**config.mk**
```make
export PLATFORM = sky130hd
export DESIGN_NAME = tipd_row_seq
export DESIGN_NICKNAME = d
export VERILOG_FILES = /design/src/hdl/tipd_pkg.sv /design/src/hdl/tipd_row_seq.sv
export SDC_FILE = /design/constraint.sdc
export NUM_CORES = 1
export LEC_CHECK = 0
export BUFFER_PORTS_ARGS = -buffer_cell sky130_fd_sc_hd__buf_2
export CORE_UTILIZATION = 35
export DETAILED_ROUTE_END_ITERATION = 6
export PLACE_DENSITY = 0.61
export SETUP_SLACK_MARGIN = 0.5
export SLEW_MARGIN = 30
export SYNTH_ARGS = -nofsm -noshare
export SYNTH_HDL_FRONTEND = slang
export SYNTH_SLANG_ARGS = --single-unit
```
**constraint.sdc**
```tcl
create_clock -name clk -period 2.45 [get_ports clk]
set_clock_uncertainty 0.05 [all_clocks]
set_input_delay 0.1225 -clock clk [delete_from_list [all_inputs] [get_ports clk]]
set_output_delay 0.1225 -clock clk [all_outputs]
set_load 0.02 [all_outputs]
```
**src/hdl/tipd_pkg.sv**
```systemverilog
// shared types, constants and color conversion for the tiled icon palette decoder
package tipd_pkg;

  localparam int FRAMES = 8;
  localparam int ROW_PIXELS = 32;
  localparam logic [8:0] ROW_LIMIT = 9'(FRAMES * ROW_PIXELS);
  localparam logic [4:0] LAST_COLUMN = 5'(ROW_PIXELS - 1);
  localparam int PAL_DEPTH = 16;

  typedef enum logic [1:0] {
    KIND_PAL  = 2'd0,
    KIND_ICON = 2'd1,
    KIND_ROW  = 2'd2
  } kind_t;

  typedef enum logic {
    SEQ_IDLE,
    SEQ_RUN
  } seq_state_t;

  typedef struct packed {
    logic        vld;
    logic [11:0] addr;
    logic [4:0]  x;
  } issue_t;

  typedef struct packed {
    logic       vld;
    logic [4:0] x;
  } tag_t;

  typedef struct packed {
    logic        we;
    logic [11:0] addr;
    logic [7:0]  data;
  } tile_wr_t;

  typedef struct packed {
    logic        we;
    logic [3:0]  addr;
    logic [14:0] data;
  } pal_wr_t;

  // bgr555 to rgb5a1, alpha set
  function automatic logic [15:0] to_rgb5a1(input logic [14:0] c);
    return {c[4:0], c[9:5], c[14:10], 1'b1};
  endfunction

endpackage

```
**src/hdl/tipd_row_seq.sv**
```systemverilog
// row sequencer: steps through the 32 columns and forms tile memory addresses
module tipd_row_seq
  import tipd_pkg::*;
(
  input  logic       clk,
  input  logic       rst,
  input  logic       start,
  input  logic [7:0] start_row,
  input  logic       adv,
  output logic       idle,
  output issue_t     iss
);

  seq_state_t state, state_next;
  logic [4:0] x;
  logic [7:0] row;

  always_comb begin
    state_next = state;
    unique case (state)
      SEQ_IDLE: if (start) state_next = SEQ_RUN;
      SEQ_RUN:  if (adv && x == LAST_COLUMN) state_next = SEQ_IDLE;
      default:  state_next = SEQ_IDLE;
    endcase
  end

  always_comb begin
    idle     = (state == SEQ_IDLE);
    iss.vld  = (state == SEQ_RUN);
    iss.x    = x;
    iss.addr = {row[7:3], x[4:3], row[2:0], x[2:1]};
  end

  always_ff @(posedge clk) begin
    if (rst) begin
      state <= SEQ_IDLE;
      x     <= '0;
    end else begin
      state <= state_next;
      if (state == SEQ_IDLE && start) begin
        x <= '0;
      end else if (state == SEQ_RUN && adv) begin
        x <= x + 5'd1;
      end
    end
  end

  always_ff @(posedge clk) begin
    if (state == SEQ_IDLE && start) begin
      row <= start_row;
    end
  end

endmodule

```
Word-level counts from Yosys, hierarchy flattened
Index checks and enable logic that the tools add are counted.
{"block": "op_classes", "n_mux": 3, "n_reduce_logical": 4, "mul": 0, "n_shift": 0, "add_sub_neg": 1, "eq_ne": 1, "n_lt_le_gt_ge": 0, "n_div": 0, "bitwise": 1}
{"cell": "$add 5x1->5 const B", "count": 1}
{"cell": "$eq 5x5->1 const B", "count": 1}
{"cell": "$logic_and 1x1->1", "count": 3}
{"cell": "$mux 1", "count": 2}
{"cell": "$pmux 1 s2", "count": 1}
{"cell": "$reduce_or 2->1", "count": 1}
{"cell": "$not 1->1", "count": 1}
{"block": "word_totals", "romBits": 0, "mem_bits_rw": 0, "elab_cells": 13, "out_inout_bits": 19, "reg_bits": 14, "latch_bits": 0, "memories": 0}

Depth between registers and ports, before layout
{"block": "logic_depth", "word_depth": 4, "ltp_mapped": 5, "depth_no_buf": 5}

Worst setup path after synthesis
OpenSTA, ideal clock, no wires.
{"block": "synth_timing", "path_kind": "register to register", "from": "register x[1]", "to": "register x[4]", "n_path_buf": 0, "path_stages_with_launch": 6, "path_slack_ns": 1.016, "arrival_time_ns": 1.267, "cell_sequence": "dfxtp_1 > ha_1 > and3_1 > ha_1 > a22oi_1 > nor2_1"}
{"block": "synth_between", "elab_chain_cells": 1}
{"item": "start: declaration", "line_no": "tipd_row_seq.sv:15", "source": "logic [4:0] x;"}
{"item": "start signal: assignment", "line_no": "tipd_row_seq.sv:43", "source": "x <= x + 5'd1;"}
{"item": "$add 5x1->5", "line_no": "tipd_row_seq.sv:43"}
Every way passes these cells.
A chain may end at the register's enable or synchronous reset.

Final worst setup path
{"block": "layout_timing", "from": "register x[0]", "to": "register x[4]"}
Same word-level chain as after synthesis.

==> impl_metrics.yaml <==
pwr:
  ir_drop_mv: 0.332
  power.leakage_nw: 0.369
  power.density_nw_per_um2: 567
place:
  dp_slack_ns: 1.05
  hpwl_um: 735
  gp_congestion: 0.769
  io_buffer_count: 30
route:
  drt_iter0_drc: 6
  vias: 456
  dr_wl_met2_um: 489
  drc: 0
  vias_per_cell: 4.70
  highest_layer: "met4"
  first_pass_iters: 4
  drtAntennaViolNets: 0
  routedWlPerCell_um: 11.1
  drt-total-wl_mm: 1.08
  met1_length_um: 469
  wl_met3_um: 83
critical_path:
  r2r_slack_ns: 1.04
  cp-start-kind: "flop"
  cp-end-kind: "flop"
  cp.required_ns: 2.58
  crit_arrival_ns: 1.54
  path_max_fanout: 4
  r2r_cells: 5
  critPathKind: "flop to flop"
yosys:
  yosys_most_used_dff: "edfxtp_1"
  syn_nets: 59
  synthArstFlopShare: 0
  ys_seq_area_frac: 0.633
  netlist_instances: 45
  synth-seq-cells: 14
  synth_edf_count: 8
  netlist_area_um2: 569
  ys_types: 21
  avgSynthCellArea_um2: 12.7
  yosysWarnings: 0
floorplan:
  core_um2: 1510
  ios: 31
  rows: 14
  dieArea_um2: 1790
  start_util: 0.378
  die_x_um: 42.3
  die_h_um: 42.3
cts:
  clk_latency_ns: 0.28
  path_clk_slew_ns: 0.08
  postCtsSetupBuffers: 0
  clock-root-buffer: "clkbuf_4"
  clockBufferDepth: 2
  hold_buffers: 8
  cts_made_buffers: 3
  htreeDepth: 1
  postCtsResizedCells: 0
  cts_tree: "built"
  cts_sinks: 14
timing:
  post-route-period-util: 0.577
  period_needed_ns: 1.41
  finalSetupTns_ns: 0
  maxSlewViolCount: 0
  fmax_mhz: 707
  hold_viol: 0
  max_slew_margin: 0.795
  setup_ws_ns: 1.04
  rsz0062_at_grt: "false"
  setup_violations: 0
  tightestPinTransition_ns: 0.308
run_status:
  status: "finished clean"
cells_and_area:
  seqCellArea_um2: 360
  fin_util: 0.529
  nets: 96
  syn_to_final_growth_pct: 40.0
  final_common_cell: "buf_2"
  mostFrequentLayoutCells: "buf_2 (30), dlygate4sd3_1 (8), edfxtp_1 (8), dfxtp_1 (6), nor2_1 (4)"
  fill_cells: 138
  drive_gt1_frac: 0.444
  multi_input_area_um2: 156
  antennaDiodeCount: 0
global_routing:
  antenna_found_initial: 0
  grt_max_degree: 10
  grt-ovfl-total: 0
  grt_first_pass_wirelength_mm: 1.75
  grt_pass1_vias: 414
  globalRouteTotalUtil: 0.136
min_path:
  hold_class: "input pin to flop"
  holdPathStages: 2
run:
  cap_viol_max_count: 0
## cell usage after synthesis (all sizes together), types with 2 or more instances
master	n	share of area
mux2i	2	0.035
nand2	2	0.013
a22oi	2	0.026
dfxtp	6	0.21
edfxtp	8	0.42
ha	2	0.044
buf	6	0.086
a21oi	2	0.018
nor2	4	0.026
## report_power, final
part | internal (mW) | leakage [nW] | switching (mW)
sequential | 0.259 | 0.125 | 0.00536
combinational | 0.0263 | 0.228 | 0.0304
clock | 0.0591 | 0.0154 | 0.0720
total | 0.344 | 0.369 | 0.108
## sequential cells by signal, summed over array words and instances, names as in the netlist
register / flops
x: 5
row: 8
state: 1
## layer usage
metal,track usage,vias to the layer above
met5,0,-
met4,0.0938,0
met3,0.0388,4
met2,0.209,21
met1,0.161,201
li1,-,230
## final cells by class
class / instances / area share
flip-flops and latches: 14 / 0.452
multi-input cells: 24 / 0.196
clock buffers: 3 / 0.0283
repair buffers: 38 / 0.289
clock inverters: 1 / 0.00471
well taps: 16 / 0.0251
inverters: 1 / 0.00471
## through the flow
stage / total power [mW] / hold slack (ns) / instance area (um^2) / instances
final: 0.452 / 0.0412 / 797 / 97
after global routing: 0.478 / 0.0465 / 797 / 97
after CTS: 0.457 / 0.0370 / 797 / 97
after detailed placement: 0.317 / 0.252 / 691 / 85
after global placement: 0.317 / 0.250 / 691 / 85
after floorplan: 0.299 / 0.142 / 569 / 45
## path summary, 6_finish.rpt
| check | from | endpoint |
|---|---|---|
| worst max-delay path | x[0]$_SDFFE_PP0P_ | x[4]$_SDFFE_PP0P_ |
| worst max register to register | x[0]$_SDFFE_PP0P_ | x[4]$_SDFFE_PP0P_ |
| worst min-delay path | rst | x[3]$_SDFFE_PP0P_ |
| worst min register to register | x[3]$_SDFFE_PP0P_ | x[3]$_SDFFE_PP0P_ |
## cell families after synthesis
| logic type | share of synthesized area |
|---|---|
| mux | 0.0352 |
| simple gates | 0.119 |
| compound gates | 0.0769 |
| buf+inv | 0.0923 |
| flops | 0.633 |
| fa+ha+maj | 0.0439 |
## critical path, stage by stage, from the launching register on
cell and delay (ns):
dfxtp_1 0.35, ha_1 0.23, and3_1 0.19, ha_1 0.27, a22oi_1 0.17, nor2_1 0.05
No activity file was read; power rests on OpenSTA's default activity.
