### config.mk
export PLATFORM = sky130hd
export DESIGN_NAME = tipd_palette_flat
export DESIGN_NICKNAME = d
export VERILOG_FILES = /design/src/hdl/tipd_pkg.sv /design/src/hdl/tipd_ifs.sv /design/src/hdl/tipd_palette.sv /design/src/flat_wrapper.sv
export SDC_FILE = /design/constraint.sdc
export NUM_CORES = 1
export LEC_CHECK = 0
export BUFFER_PORTS_ARGS = -buffer_cell sky130_fd_sc_hd__buf_2
export CAP_MARGIN = 10
export CORE_AREA = 2 2 157 274
export CTS_CLUSTER_SIZE = 16
export DETAILED_ROUTE_END_ITERATION = 12
export DIE_AREA = 0 0 159 276
export PLACE_DENSITY = 0.52
export SKIP_LAST_GASP = 1
export SLEW_MARGIN = 20
export SYNTH_ARGS = -nofsm -noshare
export SYNTH_HDL_FRONTEND = slang
export SYNTH_SLANG_ARGS = --single-unit
### constraint.sdc
create_clock -name clk -period 2.1 [get_ports clk]
set_input_delay 0 -clock clk [delete_from_list [all_inputs] [get_ports clk]]
set_output_delay 0 -clock clk [all_outputs]
set_load 0.05 [all_outputs]
### src/hdl/tipd_pkg.sv
// shared types, constants and color conversion for the tiled icon palette decoder
package tipd_pkg;

  localparam int FRAMES = 8;
  localparam int ROW_PIXELS = 32;
  localparam logic [8:0] ROW_LIMIT = 9'(FRAMES * ROW_PIXELS);
  localparam logic [4:0] LAST_COLUMN = 5'(ROW_PIXELS - 1);
  localparam int PAL_DEPTH = 16;

  typedef enum logic [1:0] {
    KIND_PAL  = 2'd0,
    KIND_ICON = 2'd1,
    KIND_ROW  = 2'd2
  } kind_t;

  typedef enum logic {
    SEQ_IDLE,
    SEQ_RUN
  } seq_state_t;

  typedef struct packed {
    logic        vld;
    logic [11:0] addr;
    logic [4:0]  x;
  } issue_t;

  typedef struct packed {
    logic       vld;
    logic [4:0] x;
  } tag_t;

  typedef struct packed {
    logic        we;
    logic [11:0] addr;
    logic [7:0]  data;
  } tile_wr_t;

  typedef struct packed {
    logic        we;
    logic [3:0]  addr;
    logic [14:0] data;
  } pal_wr_t;

  // bgr555 to rgb5a1, alpha set
  function automatic logic [15:0] to_rgb5a1(input logic [14:0] c);
    return {c[4:0], c[9:5], c[14:10], 1'b1};
  endfunction

endpackage

### src/hdl/tipd_ifs.sv


interface tipd_pix_if;
  logic        valid;
  logic        ready;
  logic [15:0] pixel;
  logic [4:0]  column;
  logic        last;

  modport source (output valid, pixel, column, last, input ready);
  modport sink (input valid, pixel, column, last, output ready);
endinterface

### src/hdl/tipd_palette.sv
// palette memory, nibble select, color conversion and output register
module tipd_palette
  import tipd_pkg::*;
(
  input  logic       clk,
  input  logic       rst,
  input  pal_wr_t    wr,
  input  tag_t       tag_in,
  input  logic [7:0] tile_byte,
  output logic       adv,
  output tag_t       tag_pal,
  tipd_pix_if.source pix
);

  logic [14:0] mem [PAL_DEPTH];
  logic [3:0]  nib;
  logic [14:0] color;
  logic        zero;
  logic        out_vld;
  logic [15:0] out_pixel;
  logic [4:0]  out_column;
  logic        out_last;

  assign nib = tag_in.x[0] ? tile_byte[7:4] : tile_byte[3:0];
  assign adv = !out_vld || pix.ready;

  always_ff @(posedge clk) begin
    if (wr.we) begin
      mem[wr.addr] <= wr.data;
    end
    if (adv) begin
      color     <= mem[nib];
      zero      <= (nib == 4'd0);
      tag_pal.x <= tag_in.x;
      out_pixel  <= zero ? 16'd0 : to_rgb5a1(color);
      out_column <= tag_pal.x;
      out_last   <= (tag_pal.x == LAST_COLUMN);
    end
    if (rst) begin
      tag_pal.vld <= 1'b0;
      out_vld     <= 1'b0;
    end else if (adv) begin
      tag_pal.vld <= tag_in.vld;
      out_vld     <= tag_pal.vld;
    end
  end

  assign pix.valid  = out_vld;
  assign pix.pixel  = out_pixel;
  assign pix.column = out_column;
  assign pix.last   = out_last;

endmodule

### src/flat_wrapper.sv
// flat-port wrapper written by rule: the top's interface ports become plain ports
module tipd_palette_flat import tipd_pkg::*;
  (clk, rst, wr, tag_in, tile_byte, adv, tag_pal, pix_valid, pix_pixel, pix_column, pix_last, pix_ready);
  tipd_pix_if pix_i ();
  input  logic clk;
  input  logic rst;
  input  pal_wr_t wr;
  input  tag_t tag_in;
  input  logic [7:0] tile_byte;
  output logic adv;
  output tag_t tag_pal;
  output wire logic [$bits(pix_i.valid)-1:0] pix_valid;
  output wire logic [$bits(pix_i.pixel)-1:0] pix_pixel;
  output wire logic [$bits(pix_i.column)-1:0] pix_column;
  output wire logic [$bits(pix_i.last)-1:0] pix_last;
  input wire logic [$bits(pix_i.ready)-1:0] pix_ready;
  assign pix_valid = pix_i.valid;
  assign pix_pixel = pix_i.pixel;
  assign pix_column = pix_i.column;
  assign pix_last = pix_i.last;
  assign pix_i.ready = pix_ready;
  tipd_palette u_core (.clk(clk), .rst(rst), .wr(wr), .tag_in(tag_in), .tile_byte(tile_byte), .adv(adv), .tag_pal(tag_pal), .pix(pix_i));
endmodule
# After elaboration in Yosys (flattened, before gate mapping)
# Memories as Yosys holds them, arrays and structs flattened. A register that Yosys moved wholly into a read port is not among the register bits.
# Cells that the tools add are included.
# Widths: inputs -> output; s select.
# totals
register_bits,30
ramBits,240
input_bits,37
output_inout_bits,30
elab_cells,17
n_memories,1
# mem_list
name,words,word_bits,rd,rd_ports_with_merged_regs,wr,line,source
u_core.mem,16,15,1,1,1,tipd_palette.sv:15,logic [14:0] mem [PAL_DEPTH];
# op_classes
eq_ne,1
n_mux,4
reduce_logical,3
# ops
cell,n
$eq 5x5->1 const B,1
$logic_not 4->1,1
$mux 4,1
$mux 1,3
$logic_not 1->1,1
$logic_or 1x1->1,1

# Logic depth before layout (Yosys ltp)
# logic_depth
ltp_word,2
mapped_depth,8
ltp_nobuf,5

# Worst setup path before layout
# OpenSTA, ideal clock, no wires.
# synth_timing
kind,register to register
startpoint,reg u_core.out_vld (netlist: u_core.pix.valid)
endpoint,"reg u_core.color[0] (read register of u_core.mem), enable pin"
t_arrival_ps,1772
required_ps,1422
setup_slack_ps,-350
stages_incl_launch_ff,2
path_cell_list,dfxtp_1 nand2b_1
# synth_via
elab_chain_cells,2
# synth_rtl
element,line,source
from (decl),tipd_palette.sv:19,logic out_vld;
from (signal assigned),tipd_palette.sv:44,out_vld <= tag_pal.vld;
$logic_not 1->1,tipd_palette.sv:25,assign adv = !out_vld || pix.ready;
$logic_or 1x1->1,tipd_palette.sv:25,
named net adv,flat_wrapper.sv:10,output logic adv;
to (decl),tipd_palette.sv:17,logic [14:0] color;
# The timed path passes the listed nets, and every way through them passes these cells.
# A chain may end at the register's enable or synchronous reset.

==> results_dict.tcl <==
set metrics [dict create \
    dp_hpwl_mm 22.5 \
    n_fill_cell 4138 \
    finClkSkew_ns 0.0109 \
    comb_power_share_pct 11.4 \
    worst_slew_pin_slew_ns 0.730 \
    yosys.area.top_type "edfxtp_1" \
    fp.dieArea_mm2 0.0439 \
    yosysTopAreaCellShare_pct 68.8 \
    drive_gt1_share_pct 16.3 \
    setup_violations 0 \
    syn_area_per_cell_um2 12.5 \
    synth_cell_types 36 \
    power.share.switching_pct 24.2 \
    layout.area.seq_mm2 0.00854 \
    dr.pass1.iters 6 \
    gr-max-usage-layer "met2" \
    synth_area_leaders "edfxtp_1 (69%), a211oi_1 (4.6%), o21ai_0 (3.1%), a21oi_1 (2.5%), nor2_1 (2.2%)" \
    die_x_um 159 \
    synth_nets 1023 \
    final_common_cell "edfxtp_1" \
    max_slew_margin_pct 51.3 \
    cts_buffers 26 \
    r2r_setup_slack_ns 0.47 \
    routabilityCongestion 0.821 \
    worst-endpoint-required_ns 2.40 \
    p_seq_share_pct 49.7 \
    cts_root_buf "clkbuf_16" \
    core-area_mm2 0.0416 \
    finalHoldWorstSlack_ns 0.0717 \
    mappedNetlistArea_mm2 0.0124 \
    fmax_mhz 613 \
    period_share_pct 77.7 \
    track_usage_pct 16.6 \
    start_util_pct 29.7 \
    viasPerCell 5.19 \
    grt_max_degree 59 \
    antenna_found_initial 1 \
    port_buffers 66 \
    placed_area_mm2 0.0137 \
    rows 99 \
    final_area_mm2 0.0149 \
    cts_sinks 285 \
    synthArstFlopShare_pct 0 \
    final_util_pct 35.7 \
    tns_ns 0 \
    grt_pass1_vias 8852 \
    vias 8595 \
    slew_violations 0 \
    drcViolationCount 0 \
    synth_cells 986 \
    critPathKind "register to register" \
    p_clk_share_pct 38.9 \
    cap_violations 0 \
    vdd_drop_max_mv 0.558 \
    synth_seq_cells 285 \
    final_cell_mix "edfxtp_1 (283), o21ai_0 (77), a211oi_1 (75)" \
    clkLatencyLatePin_ns 0.55 \
    clk_pin_slew_ns 0.07 \
    io_pins 67 \
    ys_warn_count 0 \
    dp_slack_ns 0.134 \
    multiInputGateArea_mm2 0.00337 \
    ys_seq_area_share_pct 69.1 \
    use_met2_pct 31.3 \
    start_kind "register" \
    cp_data_arrival_time_ns 1.93 \
    cp_max_fo 2 \
    p_leak_nw 4.95 \
    synth_edf_count 283 \
    ant_nets 0 \
    grt.overflow.total 0 \
    routedWlPerCell_um 22.5 \
    postCtsHoldBufs 22 \
    status "complete, no violations" \
    htreeDepth 1 \
    area_growth_pct 20.3 \
    grt_pass1_wl_mm 55.0 \
    clk_path_buf_depth 3 \
    drt_wl_total_mm 37.2 \
    worstHoldPathType "input pin to register" \
    layout.nets 1119 \
    finalCriticalPeriod_ns 1.63 \
    post_cts_resized 0 \
    cts_tree "built" \
    powerDensity_mw_per_mm2 893 \
    setup_slack_ns 0.468 \
    post_cts_buffers 0 \
    grt_use_met3_pct 1.82 \
    ys.flop_type "edfxtp_1" \
    worstSetupEndpointType "register" \
    rsz0062_at_grt "no" \
    fp.dieH_um 276 \
    first_iter_violations 666 \
    internal_power_w 0.0101 \
    met1_usage_pct 19.2 \
    p_switching_w 0.00322 \
    hold_viol 0 \
]
## area by class of cell
cell class / count / share of cell area, %
multi-input combinational: 580 / 22.7
inverter: 48 / 1.21
clock buffer: 32 / 4.67
sequential: 285 / 57.5
clock inverter: 15 / 1.55
antenna: 1 / 0.0168
timing repair buffer: 141 / 7.76
tap: 555 / 4.67
## cell usage after synthesis, types with 15 or more instances
master and count:
edfxtp_1 283, nor2b_1 18, nand3_1 17, nor2_1 74, a311o_1 15, a31oi_1 15
nor3_1 36, o22ai_1 30, buf_2 24, inv_1 48, o21ai_0 77, o211ai_1 30
nand2b_1 19, a21oi_1 62, nand2_1 68, a211oi_1 75, clkbuf_1 36
## per-layer routing
metal | wire, µm | vias up
li1 | - | 3964
met1 | 14600 | 4302
met2 | 19800 | 259
met3 | 1720 | 70
met4 | 1170 | 0
met5 | 0 | -
## registers in the layout, indices dropped and copies added, names as in the netlist
| register | flops |
|---|---|
| u_core.pix.pixel | 16 |
| u_core.tag_pal | 6 |
| u_core.pix.last | 1 |
| u_core.pix.column | 5 |
| u_core.zero | 1 |
| u_core.pix.valid | 1 |
| u_core.mem | 240 |
| u_core.color | 15 |
## power by group through the flow
stage / registers (W) / clock network, W / logic [W]
finish: 0.00660 / 0.00517 / 0.00151
global route: 0.00662 / 0.00546 / 0.00163
CTS: 0.00661 / 0.00527 / 0.00152
detailed placement: 0.00673 / 0 / 0.00148
global placement: 0.00673 / 0 / 0.00146
floorplan: 0.00696 / 0 / 0.000648
## critical path: stages, from the launching register on
cell	delay, ns
edfxtp_1	0.39
o211ai_1	0.17
o21ai_0	0.15
nor3_1	0.21
a211oi_1	0.12
a311o_1	0.33
## path summary, 6_finish.rpt
| path | start | end | cells past startpoint |
|---|---|---|---|
| max reg2reg | u_core.mem[2][8]$_DFFE_PP_ | u_core.color[8]$_DFFE_PP_ | 5 |
| min reg2reg | u_core.tag_pal[5]$_SDFFE_PP0P_ | u_core.pix.valid$_SDFFE_PP0P_ | 2 |
| min | wr[16] | u_core.mem[0][13]$_DFFE_PP_ | 3 |
| max | u_core.mem[2][8]$_DFFE_PP_ | u_core.color[8]$_DFFE_PP_ | 5 |
## cells by family (layout without fill, tap and decap cells)
kind of cell | Yosys count | count (layout) | share of synthesized area [%]
buffers and inverters | 121 | 236 | 4.05
and+or+nand+nor | 237 | 237 | 8.65
other | 0 | 1 | 0
DFF | 285 | 285 | 69.1
muxes | 4 | 4 | 0.364
AOI/OAI and AO/OA | 339 | 339 | 17.8
## per-stage QoR
stage | instances | power, W
2_1_floorplan | 986 | 0.00760
3_3_place_gp | 1587 | 0.00819
3_5_place_dp | 1587 | 0.00821
4_1_cts | 1656 | 0.0134
5_1_grt | 1656 | 0.0137
6_report | 1657 | 0.0133
Note: power is estimated with default switching activity, not from simulation.
